==> src/hw/rtl/usp_delay.sv <==
module usp_delay #(
    parameter int W     = 8,
    parameter int DEPTH = 2
) (
    input  logic         aclk,
    input  logic         aresetn,
    input  logic         en,
    input  logic [W-1:0] d_in,
    output logic [W-1:0] d_out
);

    logic [W-1:0] line_reg [DEPTH];

    // Shift line that advances with the pipeline enable.
    always_ff @(posedge aclk) begin
        if (!aresetn) begin
            for (int k = 0; k < DEPTH; k++) begin
                line_reg[k] <= '0;
            end
        end else if (en) begin
            line_reg[0] <= d_in;
            for (int k = 1; k < DEPTH; k++) begin
                line_reg[k] <= line_reg[k-1];
            end
        end
    end

    assign d_out = line_reg[DEPTH-1];

endmodule

==> config.mk <==
export PLATFORM = sky130hd
export DESIGN_NAME = usp_delay
export DESIGN_NICKNAME = d
export VERILOG_FILES = /design/src/hw/rtl/usp_delay.sv
export SDC_FILE = /design/constraint.sdc
export NUM_CORES = 1
export LEC_CHECK = 0
export ABC_AREA = 1
export ABC_CLOCK_PERIOD_IN_PS = 3100
export BUFFER_PORTS_ARGS = -buffer_cell sky130_fd_sc_hd__buf_2
export CORE_MARGIN = 2
export CORE_UTILIZATION = 50
export CTS_CLUSTER_SIZE = 8
export DETAILED_ROUTE_END_ITERATION = 12
export GPL_TIMING_DRIVEN = 1
export PLACE_DENSITY = 0.78
export SLEW_MARGIN = 15
export SYNTH_ARGS = -nofsm -noshare
export SYNTH_HDL_FRONTEND = slang
export SYNTH_SLANG_ARGS = --single-unit
==> constraint.sdc <==
create_clock -name aclk -period 3.1 [get_ports aclk]
set_clock_uncertainty 0.2 [all_clocks]
set_input_delay 0.62 -clock aclk [delete_from_list [all_inputs] [get_ports aclk]]
set_output_delay 0.62 -clock aclk [all_outputs]
set_load 0.01 [all_outputs]
==> results.sh <==
export IMPL_status="complete, no violations"
export IMPL_power_leakage_uw=0.0003780
export IMPL_yosys_warnings=0
export IMPL_gp_congestion=0.6391
export IMPL_cts_tree="built"
export IMPL_worst_slew_pin_slew_ns=0.6090
export IMPL_ioPinCount=19
export IMPL_wl_um=713
export IMPL_multi_input_area_sq_um=95.09
export IMPL_worst_path_buf_inv=1
export IMPL_ys_types=8
export IMPL_overflow=0
export IMPL_cts_buffers=3
export IMPL_postLayoutCoreUtil_pct=58.78
export IMPL_wl_per_cell_um=8.102
export IMPL_grt_antenna_before_repair=0
export IMPL_required_ns=2.28
export IMPL_hold_violations=0
export IMPL_die_h_um=41.70
export IMPL_fin_tns_setup_ns=0
export IMPL_whs_ns=0.3527
export IMPL_postSynthAreaPerCell_sq_um=11.84
export IMPL_cp_slowest_stage_delay_ns=0.37
export IMPL_stdcell_count=88
export IMPL_dr_pass1_iters=2
export IMPL_final_common_cell="buf_2"
export IMPL_dp_cells=84
export IMPL_grt_max_degree=17
export IMPL_clk_latency_ns=0.28
export IMPL_htreeDepth=1
export IMPL_max_freq_ghz=0.6205
export IMPL_rows=13
export IMPL_syn_nets=71
export IMPL_regArea_sq_um=480.5
export IMPL_core_area_sq_um=1318
export IMPL_rsz0062_at_grt="false"
export IMPL_crit_arrival_ns=0.79
export IMPL_fillers=112
export IMPL_grt_pass1_vias=320
export IMPL_crit_chain="buf_2"
export IMPL_postCtsSetupRepairBufs=0
export IMPL_numClockSinks=16
export IMPL_finalSetupViolations=0
export IMPL_startpoint_type="flip-flop"
export IMPL_cp_max_fo=1
export IMPL_final_nets=85
export IMPL_io_buffer_count=18
export IMPL_via_per_inst=4.148
export IMPL_end_kind="output port"
export IMPL_drive_gt1_share_pct=43.84
export IMPL_cpMaxStageDelayCell="edfxtp_1"
export IMPL_ctsResizeCount=0
export IMPL_finalCritPeriodShare_pct=51.99
export IMPL_grt_usage_pct=10.33
export IMPL_drv_slew=0
export IMPL_cts_clk_slew_worst_paths_ns=0.08
export IMPL_grt_pass1_wl_um=1276
export IMPL_vias=365
export IMPL_syn_area_sq_um=710.7
export IMPL_layout_common_cells="18 x buf_2, 17 x inv_1, 16 x edfxtp_1, 10 x nor2_2, 6 x nor2_1"
export IMPL_cp_top_family="flip-flops"
export IMPL_setup_worst_path_class="reg2out"
export IMPL_slew_headroom_pct=59.30
export IMPL_cts_root_buffer="clkbuf_4"
export IMPL_drc=0
export IMPL_synth_seq_area_share_pct=67.61
export IMPL_cts_hold_buf=0
export IMPL_die_w_um=41.70
export IMPL_power_uw=399.5
export IMPL_area_delta_synth_final_pct=8.979
export IMPL_floorplan_initialDensity_pct=53.94
export IMPL_maxCapViolCount=0
export IMPL_antenna_cells=0
export IMPL_largest_reg_flops=16
export IMPL_drt_iter0_markers=2
export IMPL_synthCells=60
export IMPL_ys_seq_elements=16
export IMPL_clk_path_buf_depth=2
export IMPL_timing_final_crit_period_ns=1.612
export IMPL_peakVddDrop_uv=298.8
export IMPL_antenna_left=0
export IMPL_hold_class="reg2reg"
export IMPL_place_hpwl_um=506.3
export IMPL_die_area_sq_um=1739
export IMPL_powerDensity_nw_per_um2=515.8
[layer usage]
metal  GRT usage [%]  share of wire [%]  vias up
li1                -                  -      197
met1           11.18                 37      151
met2           15.94                 53       15
met3           4.348                7.7        2
met4           7.742                2.7        0
met5               0                  0        -
[cells in the mapped netlist]
library cell  instances  area, sq um
inv_1                17        63.81
nand2_1               1        3.750
nor2_1                6        22.52
edfxtp_1             16        480.5
nor2_2               10        62.56
buf_4                 8        60.06
nand2_2               1        6.260
buf_6                 1        11.26
[layout make-up]
cell class | count | area share, %
flip-flops and latches | 16 | 62.04
multi-input cells | 18 | 12.28
repair buffers | 18 | 11.63
inverters | 17 | 8.239
clock buffers | 3 | 2.908
well taps | 15 | 2.423
clock inverters | 1 | 0.4847
[cells by family after synthesis]
kind of cell / synth area share [%]
buf+inv: 19.01
simple gates: 13.38
flops: 67.61
[power by group]
group          internal (uW)  switching (uW)  total (uW)
clock                   46.8            60.7         107
sequential               254            3.07         257
combinational           13.5            21.4        34.8
total                    314            85.1         399
[worst min-delay path: stages (launching register included)]
cell	delay, ns
edfxtp_1	0.33
inv_1	0.04
nor2_1	0.08
[final timing paths]
kind                                                    start                       endpoint  slack [ns]  cells after the start
worst max-delay path            line_reg[0][14]$_SDFFCE_PN0P_                       d_out[6]        1.49                      1
worst max register to register   line_reg[0][0]$_SDFFCE_PN0P_   line_reg[0][8]$_SDFFCE_PN0P_        2.16                      2
worst min register to register   line_reg[0][5]$_SDFFCE_PN0P_  line_reg[0][13]$_SDFFCE_PN0P_        0.35                      2
worst min-delay path             line_reg[0][5]$_SDFFCE_PN0P_  line_reg[0][13]$_SDFFCE_PN0P_        0.35                      2
[stage by stage]
stage	worst slack (ns)	cell area, sq um
2_1_floorplan	1.529	710.7
3_3_place_gp	1.345	748.2
3_5_place_dp	1.297	748.2
4_1_cts	1.484	774.5
5_1_grt	1.432	774.5
6_report	1.488	774.5
No activity file was read; power rests on OpenSTA's default activity.
