<file path="config.mk">
export PLATFORM = sky130hd
export DESIGN_NAME = usp_div
export DESIGN_NICKNAME = d
export VERILOG_FILES = /design/src/hw/rtl/usp_div.sv
export SDC_FILE = /design/constraint.sdc
export NUM_CORES = 2
export LEC_CHECK = 0
export BUFFER_PORTS_ARGS = -buffer_cell sky130_fd_sc_hd__buf_2
export CORE_MARGIN = 2
export CORE_UTILIZATION = 53
export CTS_BUF_LIST = sky130_fd_sc_hd__clkbuf_16
export CTS_CLUSTER_DIAMETER = 80
export DETAILED_ROUTE_END_ITERATION = 10
export PLACE_DENSITY = 0.79
export SETUP_SLACK_MARGIN = 0.1
export SLEW_MARGIN = 30
export SYNTH_ARGS = -nofsm -noshare
export SYNTH_HDL_FRONTEND = slang
export SYNTH_SLANG_ARGS = --single-unit
</file>
<file path="constraint.sdc">
create_clock -name aclk -period 20 [get_ports aclk]
set_input_delay 2 -clock aclk [delete_from_list [all_inputs] [get_ports aclk]]
set_output_delay 2 -clock aclk [all_outputs]
set_load 0.02 [all_outputs]
</file>
<file path="src/hw/rtl/usp_div.sv">
module usp_div #(
    parameter int NUM_W = 44,
    parameter int DEN_W = 11,
    parameter int BPS   = 4
) (
    input  logic             aclk,
    input  logic             en,
    input  logic [NUM_W-1:0] num_in,
    input  logic [DEN_W-1:0] den_in,
    output logic [NUM_W-1:0] quo_out
);

    localparam int STAGES = (NUM_W + BPS - 1) / BPS;
    localparam int PAD_W  = STAGES * BPS;

    logic [DEN_W-1:0] rem_reg [STAGES];
    logic [PAD_W-1:0] num_reg [STAGES];
    logic [PAD_W-1:0] quo_reg [STAGES];
    logic [DEN_W-1:0] den_reg [STAGES];

    // Restoring division, BPS quotient bits per register stage.
    for (genvar s = 0; s < STAGES; s++) begin : g_stage
        logic [DEN_W-1:0] rem_i;
        logic [PAD_W-1:0] num_i;
        logic [PAD_W-1:0] quo_i;
        logic [DEN_W-1:0] den_i;
        logic [DEN_W-1:0] r;
        logic [PAD_W-1:0] n;
        logic [PAD_W-1:0] q;
        logic [DEN_W:0]   trial;

        if (s == 0) begin : g_first
            assign rem_i = '0;
            assign num_i = PAD_W'(num_in);
            assign quo_i = '0;
            assign den_i = den_in;
        end else begin : g_next
            assign rem_i = rem_reg[s-1];
            assign num_i = num_reg[s-1];
            assign quo_i = quo_reg[s-1];
            assign den_i = den_reg[s-1];
        end

        always_comb begin
            r = rem_i;
            n = num_i;
            q = quo_i;
            trial = '0;
            for (int t = 0; t < BPS; t++) begin
                trial = {r, n[PAD_W-1]};
                n = {n[PAD_W-2:0], 1'b0};
                if (trial >= {1'b0, den_i}) begin
                    r = DEN_W'(trial - {1'b0, den_i});
                    q = {q[PAD_W-2:0], 1'b1};
                end else begin
                    r = trial[DEN_W-1:0];
                    q = {q[PAD_W-2:0], 1'b0};
                end
            end
        end

        always_ff @(posedge aclk) begin
            if (en) begin
                rem_reg[s] <= r;
                num_reg[s] <= n;
                quo_reg[s] <= q;
                den_reg[s] <= den_i;
            end
        end
    end

    assign quo_out = quo_reg[STAGES-1][NUM_W-1:0];

endmodule

</file>
==> flow_summary_export.csv <==
group,metric,value,unit
logic_synthesis,synthAdderAreaFrac,14.4,%
layout,n_fill_cell,7319,
layout,diodes,0,
critical_path,reg2reg_from,"den_reg[3][5]",
route,ant_nets,0,
logic_synthesis,ys_seq_area_share,44.9,%
placed_design,io_buffers,100,
sta,fin_tns_setup,0,ns
cts,cts_inserted_buffers,79,
critical_path,crit_fanout,17,
floorplanning,ioPinCount,101,
floorplanning,initial_core_util,53.4,%
cts,cts.htree.levels,3,
layout,drive_gt1_share,9.65,%
global_route,gr-total-overflow,0,
critical_path,reg2reg_depth,37,
critical_path,startpoint,"den_reg[3][5]",
sta,max_freq,88.3,MHz
worst_hold_path,min-delay-start,"num_reg[2][17]",
layout,layout_commonest_cell,"edfxtp_1",
worst_hold_path,hold_class,"flop to flop",
status,status,"finished, final reports clean",
route,dr.pass1.iters,7,
sta,relSlewSlack,40.1,%
critical_path,crit_type,"flop to flop",
sta,finalMaxSlewViolations,0,
sta,fin_skew,0.0355,ns
logic_synthesis,syn-num-nets,4956,
route,vias,33995,
cts,cts_hold_repair.buffers,0,
logic_synthesis,synth_flop_cell,"edfxtp_1",
critical_path,start_kind,"flop",
logic_synthesis,yosys.cell_types.count,91,
global_route,grt_first_pass_wirelength,165,mm
critical_path,endpoint_kind,"flop",
logic_synthesis,synthMuxAreaShare,4.44,%
worst_hold_path,hold_path_depth,0,
global_route,grt_pass1_vias,32106,
sta,hold_violations,0,
cts,cts.clk_slew.worst_paths,0.06,ns
layout,synthToLayoutAreaGrowth,9.65,%
logic_synthesis,synth-compound-area-share,15.8,%
logic_synthesis,synth_edf_count,704,
route,viasPerCell,5.92,
critical_path,crit_arrival,11.72,ns
logic_synthesis,synth-simple-area-share,11.9,%
critical_path,worst_path_max_delay_cell,"nor2b_1",
global_route,grtUsageTotal,22.3,%
sta,rsz0062_at_grt,"no",
route,drc,0,
layout,final_cell_mix,"704 x edfxtp_1, 475 x ha_1, 374 x inv_1",
logic_synthesis,synthCells,4382,
route,wirelength,103,mm
run,drv_cap,0,
logic_synthesis,ys_ff_latch,704,
floorplanning,core_area,88100,µm²
cts,postCtsSetupRepairBufs,0,
critical_path,slowest_delay,0.64,ns
floorplanning,die_w,302,µm
sta,period_needed,11.32,ns
cts,postCtsResizedCells,0,
layout,largest_reg_flops,264,
sta,finalCritPeriodShare,56.6,%
cts,ctsRootBufferMaster,"clkbuf_16",
global_route,grt_max_degree,189,
critical_path,required,20.40,ns
cts,clk_latency,0.66,ns
logic_synthesis,ys_warn_count,0,
logic_synthesis,syn_avg_cell_area,10.7,µm²
floorplanning,die_area,91100,µm²
placed_design,routabilityCongestion,0.923,
route,drtIter0Drc,2854,
cts,clk_path_buf_depth,3,
sta,worstMarginPinSlew,0.898,ns
logic_synthesis,synth_top_family_by_area,"compound AO/OA/AOI/OAI gates",
placed_design,dp_hpwl,77.1,mm
floorplanning,die_h,302,µm
cts,cts_tree,"built",
floorplanning,rows,109,
logic_synthesis,synthXorXnorAreaFrac,4.93,%
global_route,antenna_found_initial,2,
logic_synthesis,async_reset_ff_share,0,%
sta,setup_violations,0,
critical_path,r2r_slack,8.68,ns
logic_synthesis,netlist_area,47000,µm²
route,wl_per_cell,17.9,µm
layout,nets,5094,
cts,cts_sinks,704,
==> cells by family (layout without fill, tap and decap cells) <==
family | Yosys count | count (layout)
and+or+nand+nor | 1134 | 1134
muxes | 192 | 192
AOI/OAI and AO/OA | 1125 | 1125
adders and majority gates | 517 | 517
buffers and inverters | 445 | 645
DFF | 704 | 704
xor gates and xnor gates | 265 | 265
==> metal layers <==
layer | track usage (%) | share of wire (%) | vias up
met5 | 0 | 0 | -
met4 | 7.90 | 2.9 | 0
met3 | 3.16 | 5.7 | 205
met2 | 36.1 | 47 | 992
met1 | 30.7 | 45 | 16106
li1 | - | - | 16692
==> synth_stat cells (all sizes together), types with 26 or more instances <==
cell	instances	area [µm²]
a211oi	45	365
a21boi	47	353
a21o	97	728
a21oi	272	1360
a31oi	40	250
clkbuf	47	176
edfxtp	704	21100
fa	42	841
ha	475	5940
inv	375	1410
mux2	130	1470
mux2i	62	621
nand2	290	1100
nand2b	68	425
nand3	67	335
nand4	74	463
nor2	275	1030
nor2b	93	582
nor3	101	516
o21a	57	428
o21ai	300	1500
o31ai	36	275
or2	26	163
or3	31	194
xnor2	156	1370
xor2	109	955
==> per-stage QoR <==
stage / std cells / hold WS (ns) / setup WS (ns) / utilization, % / instance area (µm²)
2_1_floorplan: 4382 / 0.400 / 10.15 / - / 47000
3_3_place_gp: 5600 / 0.400 / 8.73 / 55.5 / 48900
3_5_place_dp: 5600 / 0.405 / 8.76 / 55.5 / 48900
4_1_cts: 5743 / 0.397 / 8.70 / 58.4 / 51500
5_1_grt: 5747 / 0.411 / 7.79 / 58.5 / 51600
6_report: 5747 / 0.393 / 8.68 / 58.5 / 51600
==> worst max-delay path, delay by kind of cell (launching register included) <==
family | cells | cell delay [ns]
compound gates | 19 | 4.80
flops | 1 | 0.38
simple gates | 8 | 2.73
mux | 2 | 0.74
fa+ha+maj | 4 | 1.45
buf+inv | 4 | 0.95
==> final timing paths <==
check / endpoint
max: rem_reg[4][5]
max reg2reg: rem_reg[4][5]
min reg2reg: num_reg[3][21]
min: num_reg[3][21]
==> area by class of cell <==
| type | instances | area (µm²) | share of cell area [%] |
|---|---|---|---|
| Sequential cell | 704 | 21100 | 41.0 |
| Tap cell | 1165 | 1460 | 2.83 |
| Inverter | 377 | 1420 | 2.74 |
| Clock inverter | 62 | 582 | 1.13 |
| Multi-Input combinational cell | 3233 | 24200 | 46.9 |
| Clock buffer | 81 | 2030 | 3.93 |
| Timing Repair Buffer | 125 | 751 | 1.46 |
Power is left out: the tool's default activity adds up to more than one toggle a clock period on the data nets, which glitch-free logic cannot reach.
