<file path="src/hw/rtl/usp_pkg.sv">
package usp_pkg;

    // Field widths of the stream words.
    localparam int SPAN_W    = 10;
    localparam int SECTOR_W  = 11;
    localparam int POS_W     = 16;
    localparam int TEX_W     = 16;
    localparam int INDEX_W   = 20;
    localparam int S_DATA_W  = 24;
    localparam int M_DATA_W  = 128;

    // Grid limits used for clamping the configuration.
    localparam int MAX_SECTORS_DEF = 1024;
    localparam int MAX_SPANS_DEF   = 512;

    // Configuration register indexes and reset values.
    localparam logic CFG_SECTOR_COUNT = 1'b0;
    localparam logic CFG_SPAN_COUNT   = 1'b1;
    localparam logic [SECTOR_W-1:0] SECTOR_COUNT_RST = 11'd36;
    localparam logic [SPAN_W-1:0]   SPAN_COUNT_RST   = 10'd18;

    // Fixed-point constants.
    localparam logic [63:0] PI_Q30     = 64'd3373259426;
    localparam logic [63:0] TWO_PI_Q30 = PI_Q30 * 64'd2;
    localparam logic [TEX_W-1:0] TEX_ONE = 16'd32768;

    // Pipelined divider geometry.
    localparam int DIV_NUM_W = 44;
    localparam int DIV_DEN_W = 11;
    localparam int DIV_BPS   = 4;
    localparam int DIV_LAT   = (DIV_NUM_W + DIV_BPS - 1) / DIV_BPS;

    // CORDIC geometry: angle rounding, range reduction, iterations, final fixup.
    localparam int ANG_IN_W  = 34;
    localparam int ANG_W     = 19;
    localparam int Z_W       = 21;
    localparam int XY_W      = 33;
    localparam int TRIG_W    = 32;
    localparam int COR_ITERS = 16;
    localparam int COR_IPS   = 2;
    localparam int COR_LAT   = COR_ITERS / COR_IPS + 3;

    localparam logic signed [Z_W-1:0] PI_Q16      = Z_W'((PI_Q30 + 64'd8192) >> 14);
    localparam logic signed [Z_W-1:0] HALF_PI_Q16 = Z_W'((PI_Q30 + 64'd16384) >> 15);
    localparam logic signed [Z_W-1:0] TWO_PI_Q16  = Z_W'((PI_Q30 + 64'd4096) >> 13);
    localparam logic signed [XY_W-1:0] GAIN_Q30   = 33'sd652032874;
    localparam logic signed [XY_W-1:0] ONE_Q30    = 33'sd1073741824;

    localparam logic signed [Z_W-1:0] ATAN_Q16 [COR_ITERS] = '{
        21'sd51472, 21'sd30386, 21'sd16055, 21'sd8150,
        21'sd4091,  21'sd2047,  21'sd1024,  21'sd512,
        21'sd256,   21'sd128,   21'sd64,    21'sd32,
        21'sd16,    21'sd8,     21'sd4,     21'sd2
    };

    // Sideband that rides beside the dividers.
    typedef struct packed {
        logic               valid;
        logic               in_grid;
        logic               upper;
        logic               lower;
        logic [INDEX_W-1:0] k1;
        logic [INDEX_W-1:0] k2;
    } side_t;

    // Sideband that rides beside the CORDIC units.
    typedef struct packed {
        side_t            base;
        logic [TEX_W-1:0] tex_u;
        logic [TEX_W-1:0] tex_v;
    } side2_t;

endpackage

</file>
<file path="src/hw/rtl/usp_cordic.sv">
module usp_cordic (
    input  logic                                 aclk,
    input  logic                                 en,
    input  logic [usp_pkg::ANG_IN_W-1:0]         angle_in,
    output logic signed [usp_pkg::TRIG_W-1:0]    cos_out,
    output logic signed [usp_pkg::TRIG_W-1:0]    sin_out
);

    localparam int STAGES = usp_pkg::COR_ITERS / usp_pkg::COR_IPS;
    localparam int IPS    = usp_pkg::COR_IPS;
    localparam int Z_W    = usp_pkg::Z_W;
    localparam int XY_W   = usp_pkg::XY_W;
    localparam int TRIG_W = usp_pkg::TRIG_W;

    logic [usp_pkg::ANG_W-1:0] ang_reg;
    logic signed [Z_W-1:0]     zred_reg;
    logic                      negred_reg;
    logic signed [XY_W-1:0]    x_reg [STAGES];
    logic signed [XY_W-1:0]    y_reg [STAGES];
    logic signed [Z_W-1:0]     z_reg [STAGES];
    logic                      neg_reg [STAGES];
    logic signed [TRIG_W-1:0]  cos_reg;
    logic signed [TRIG_W-1:0]  sin_reg;

    logic [usp_pkg::ANG_IN_W:0] ang_sum;
    logic signed [Z_W-1:0]      a_wrap;
    logic signed [Z_W-1:0]      a_red;
    logic                       neg_red;

    // Round the Q30 angle to Q16 radians.
    assign ang_sum = (usp_pkg::ANG_IN_W+1)'(angle_in) + (usp_pkg::ANG_IN_W+1)'(8192);

    // Bring the angle into [-pi/2, pi/2], noting a sign flip of the results.
    always_comb begin
        a_wrap = Z_W'(signed'({2'b00, ang_reg}));
        if (a_wrap > usp_pkg::PI_Q16) begin
            a_wrap = a_wrap - usp_pkg::TWO_PI_Q16;
        end
        a_red = a_wrap;
        neg_red = 1'b0;
        if (a_wrap > usp_pkg::HALF_PI_Q16) begin
            a_red = a_wrap - usp_pkg::PI_Q16;
            neg_red = 1'b1;
        end else if (a_wrap < -usp_pkg::HALF_PI_Q16) begin
            a_red = a_wrap + usp_pkg::PI_Q16;
            neg_red = 1'b1;
        end
    end

    always_ff @(posedge aclk) begin
        if (en) begin
            ang_reg    <= ang_sum[usp_pkg::ANG_W+13:14];
            zred_reg   <= a_red;
            negred_reg <= neg_red;
        end
    end

    // Rotation-mode iterations, IPS per register stage.
    for (genvar s = 0; s < STAGES; s++) begin : g_iter
        logic signed [XY_W-1:0] x_i;
        logic signed [XY_W-1:0] y_i;
        logic signed [Z_W-1:0]  z_i;
        logic                   neg_i;
        logic signed [XY_W-1:0] x;
        logic signed [XY_W-1:0] y;
        logic signed [Z_W-1:0]  z;
        logic signed [XY_W-1:0] dx;
        logic signed [XY_W-1:0] dy;

        if (s == 0) begin : g_first
            assign x_i   = usp_pkg::GAIN_Q30;
            assign y_i   = '0;
            assign z_i   = zred_reg;
            assign neg_i = negred_reg;
        end else begin : g_next
            assign x_i   = x_reg[s-1];
            assign y_i   = y_reg[s-1];
            assign z_i   = z_reg[s-1];
            assign neg_i = neg_reg[s-1];
        end

        always_comb begin
            x = x_i;
            y = y_i;
            z = z_i;
            dx = '0;
            dy = '0;
            for (int t = 0; t < IPS; t++) begin
                dx = y >>> (s * IPS + t);
                dy = x >>> (s * IPS + t);
                if (z >= 0) begin
                    x = x - dx;
                    y = y + dy;
                    z = z - usp_pkg::ATAN_Q16[s * IPS + t];
                end else begin
                    x = x + dx;
                    y = y - dy;
                    z = z + usp_pkg::ATAN_Q16[s * IPS + t];
                end
            end
        end

        always_ff @(posedge aclk) begin
            if (en) begin
                x_reg[s]   <= x;
                y_reg[s]   <= y;
                z_reg[s]   <= z;
                neg_reg[s] <= neg_i;
            end
        end
    end

    logic signed [XY_W-1:0] x_f;
    logic signed [XY_W-1:0] y_f;

    // Undo the half-turn and clamp to the unit range.
    always_comb begin
        x_f = neg_reg[STAGES-1] ? -x_reg[STAGES-1] : x_reg[STAGES-1];
        y_f = neg_reg[STAGES-1] ? -y_reg[STAGES-1] : y_reg[STAGES-1];
        if (x_f > usp_pkg::ONE_Q30) begin
            x_f = usp_pkg::ONE_Q30;
        end else if (x_f < -usp_pkg::ONE_Q30) begin
            x_f = -usp_pkg::ONE_Q30;
        end
        if (y_f > usp_pkg::ONE_Q30) begin
            y_f = usp_pkg::ONE_Q30;
        end else if (y_f < -usp_pkg::ONE_Q30) begin
            y_f = -usp_pkg::ONE_Q30;
        end
    end

    always_ff @(posedge aclk) begin
        if (en) begin
            cos_reg <= TRIG_W'(x_f);
            sin_reg <= TRIG_W'(y_f);
        end
    end

    assign cos_out = cos_reg;
    assign sin_out = sin_reg;

endmodule

</file>
<file path="config.mk">
export PLATFORM = sky130hd
export DESIGN_NAME = usp_cordic
export DESIGN_NICKNAME = d
export VERILOG_FILES = /design/src/hw/rtl/usp_pkg.sv /design/src/hw/rtl/usp_cordic.sv
export SDC_FILE = /design/constraint.sdc
export NUM_CORES = 2
export LEC_CHECK = 0
export BUFFER_PORTS_ARGS = -buffer_cell sky130_fd_sc_hd__buf_4
export CAP_MARGIN = 20
export CELL_PAD_IN_SITES_DETAIL_PLACEMENT = 0
export CELL_PAD_IN_SITES_GLOBAL_PLACEMENT = 1
export CORE_AREA = 2 2 609 611
export CTS_CLUSTER_DIAMETER = 80
export DETAILED_ROUTE_END_ITERATION = 8
export DIE_AREA = 0 0 611 613
export PLACE_DENSITY = 0.6
export SLEW_MARGIN = 10
export SYNTH_ARGS = -nofsm -noshare
export SYNTH_HDL_FRONTEND = slang
export SYNTH_SLANG_ARGS = --single-unit
</file>
<file path="constraint.sdc">
create_clock -name aclk -period 7.15 [get_ports aclk]
set_input_delay 0.715 -clock aclk [delete_from_list [all_inputs] [get_ports aclk]]
set_output_delay 0.715 -clock aclk [all_outputs]
set_load 0.02 [all_outputs]
</file>
==> summary.txt <==
Synthesis
  – Fraction of registers with async set or reset after synthesis: 0%
  – Synth Area in Simple Gates: 16.0%
  – Mux contribution to synthesized area: 0.767%
  – Mapped cell area: 91700 sq um
  – Main combinational cell family by area after synthesis: compound AO/OA/AOI/OAI gates
  – Yosys reg bits: 721
  – Number of synthesized flops with an enable pin: 721
  – Syn Nets: 12.0k
  – Synth warn: 0
  – Cells after synthesis: 10.8k
  – Distinct cells, synth: 116
  – Seq/Total Area, Yosys: 23.6%
  – Main flop type after synthesis: edfxtp_1
  – Adder-cell area share of the yosys netlist: 16.7%
  – Synth Area per Inst: 8.50 sq um
  – Compound-gate portion of the synthesized area: 23.8%
  – XOR/XNOR Fraction of Synth Area: 15.9%

Layout
  – Commonest non-fill, non-tap cell in the layout: buf_4
  – Fillers: 38.4k
  – Utilization after layout: 34.7%
  – Final Cell Area: 128000 sq um
  – Flip-flop count of the largest register after layout: 238
  – Layout net count: 14.7k
  – Layout area overhead: 39.3%
  – Share of layout cells above drive strength 1: 29.9%
  – Commonest cells after routing, fill and taps aside: 2748 x buf_4, 1129 x ha_1, 984 x xnor2_1

GRT
  – Initial antenna violation count: 2
  – Vias in the first global route: 86.4k
  – GR Overflow Total: 0
  – Wire length of the first global-routing pass: 485 mm
  – Total track usage: 16.1%
  – Largest net degree at the start of global routing: 126

Worst setup path
  – Critical path peak fanout: 3
  – Top cell by count, worst path: a21o_1
  – Nature of the critical path endpoint: register
  – Slowest CP cell: or4_4
  – Crit path DAT: 8.10 ns
  – CP Launch Point: y_reg[1][14]
  – Startpoint Class: register
  – CP required: 7.71 ns
  – Max incr delay on CP: 0.55 ns
  – Worst R2R Start: y_reg[1][14]
  – Worst Path Class, Setup: register to register

Floorplanning
  – Die height: 613 microns
  – Die Wd: 611 microns
  – Initial Util: 24.9%
  – Core Rows: 223
  – I/O pins: 100
  – Die ar.: 375000 sq um
  – Core footprint: 368000 sq um

Clock tree
  – Root Buffer: clkbuf_16
  – Clk_lat worst skew: 0.86 ns
  – CTS max path bufs: 4
  – CTS Hold Buffers Added: 0
  – Worst-path clk slew: 0.06 ns
  – H-Tree Depth: 3
  – CTS tree: yes
  – Num CTS Buffers: 98
  – Clk sinks: 721

Timing
  – Relative slew slack: 33.0%
  – Least-Margin Pin Slew: 0.980 ns
  – Final setup TNS: -3.93 ns
  – Setup ws final: -0.396 ns
  – Hold Violations, Final: 0
  – Final period util: 106%
  – Worst hold margin: 0.178 ns
  – Max Slew Vio Count: 0
  – Minimum clock period: 7.55 ns
  – Max Clock Freq: 0.133 GHz
  – Skew final: 0.0692 ns
  – RSZ-0062 raised after global routing: true
  – Final setup fails: 22

Route
  – Post-route DRC: 0
  – First-iteration detailed-routing DRC count: 4408
  – Via density: 4.77
  – Final WL: 314 mm
  – Antenna-violating nets left: 0
  – Routed vias: 87.9k
  – First drt pass iteration count: 5
  – Routed WL per cell: 17.0 microns

Min path
  – Hold Path Class: primary input to register
  – Min-delay src: angle_in[32]

Run status
  – Status: finished, violations left
  – Violated checks: setup timing

Place
  – Dpl cell area: 117000 sq um
  – HPWL after DPL: 262 mm
  – Gpl congestion: 0.897
  – Port buffer count: 85

Job
  – Max Cap Viol: 0
per-stage QoR:
stage,worst slack [ns],cells
after floorplan,-0.255,10788
after global placement,-0.973,18014
after detailed placement,-1.01,18014
after CTS,-0.429,18315
after global routing,-0.797,18421
final,-0.396,18425
final timing paths:
| check | to | slack, ns | depth (start not counted) |
|---|---|---|---|
| max | y_reg[1][62] | -0.40 | 34 |
| min reg2reg | z_reg[4][2] | 0.39 | 0 |
| min | ang_reg[18] | 0.18 | 2 |
| max reg2reg | y_reg[1][62] | -0.40 | 34 |
layer usage:
layer	vias up	wire, microns	global-route usage [%]
met5	-	0	0
met4	0	9450	4.49
met3	361	8140	1.30
met2	1068	152000	28.7
met1	41118	144000	20.7
li1	45332	-	-
cell usage after synthesis, drive strengths merged (41+ instances only):
library cell | count | area (sq um)
or3 | 103 | 644
nand2 | 714 | 2680
edfxtp | 721 | 21700
nand4 | 90 | 563
nand3 | 197 | 986
a21oi | 981 | 4930
and3 | 100 | 626
inv | 534 | 2000
nor3 | 243 | 1220
o31ai | 168 | 1270
o21bai | 136 | 1020
a21boi | 61 | 458
ha | 1163 | 14600
o21ai | 682 | 3420
a21o | 447 | 3360
a211oi | 82 | 621
nor2b | 131 | 820
nand2b | 163 | 1020
o21a | 158 | 1190
mux2i | 41 | 410
a31oi | 108 | 697
xor2 | 611 | 5360
and2 | 52 | 325
xnor2 | 1049 | 9210
or4 | 69 | 526
o41ai | 73 | 654
or2 | 64 | 400
o211ai | 68 | 515
clkbuf | 208 | 781
nor2 | 879 | 3300
nor4 | 83 | 559
worst max-delay path: cells and delay by family (launching register included):
family | cells | cell delay [ns]
AOI/OAI and AO/OA | 14 | 2.40
buffers and inverters | 4 | 0.42
and+or+nand+nor | 12 | 3.19
DFF | 1 | 0.40
xor gates and xnor gates | 2 | 0.28
adders and majority gates | 2 | 0.56
what timing repair did:
action,4_1_cts,5_1_grt
endpoints found under the setup margin,99,153
setup buffers,134,134
gates resized for setup,523,685
pin swaps,382,554
area by class of cell:
class | instances | area [sq um] | area share [%]
clock inverter | 70 | 747 | 0.585
tap | 4837 | 6050 | 4.74
timing repair buffer | 2853 | 22000 | 17.2
inverter | 535 | 2010 | 1.58
antenna | 4 | 10.0 | 0.00784
sequential | 721 | 21700 | 17.0
multi-input combinational | 9297 | 72700 | 56.9
clock buffer | 108 | 2510 | 1.97
cell families (layout without fill, tap and decap cells):
| family | Yosys count | after routing |
|---|---|---|
| AO/OA/AOI/OAI | 3364 | 3364 |
| flip-flops | 721 | 721 |
| buffers and inverters | 770 | 3566 |
| other | 1 | 5 |
| multiplexers | 67 | 67 |
| AND/OR/NAND/NOR | 3001 | 3001 |
| XOR/XNOR | 1662 | 1662 |
| adder cells (fa/ha/maj) | 1202 | 1202 |
Power is left out: the tool's default activity adds up to more than one toggle a clock period on the data nets, which glitch-free logic cannot reach.
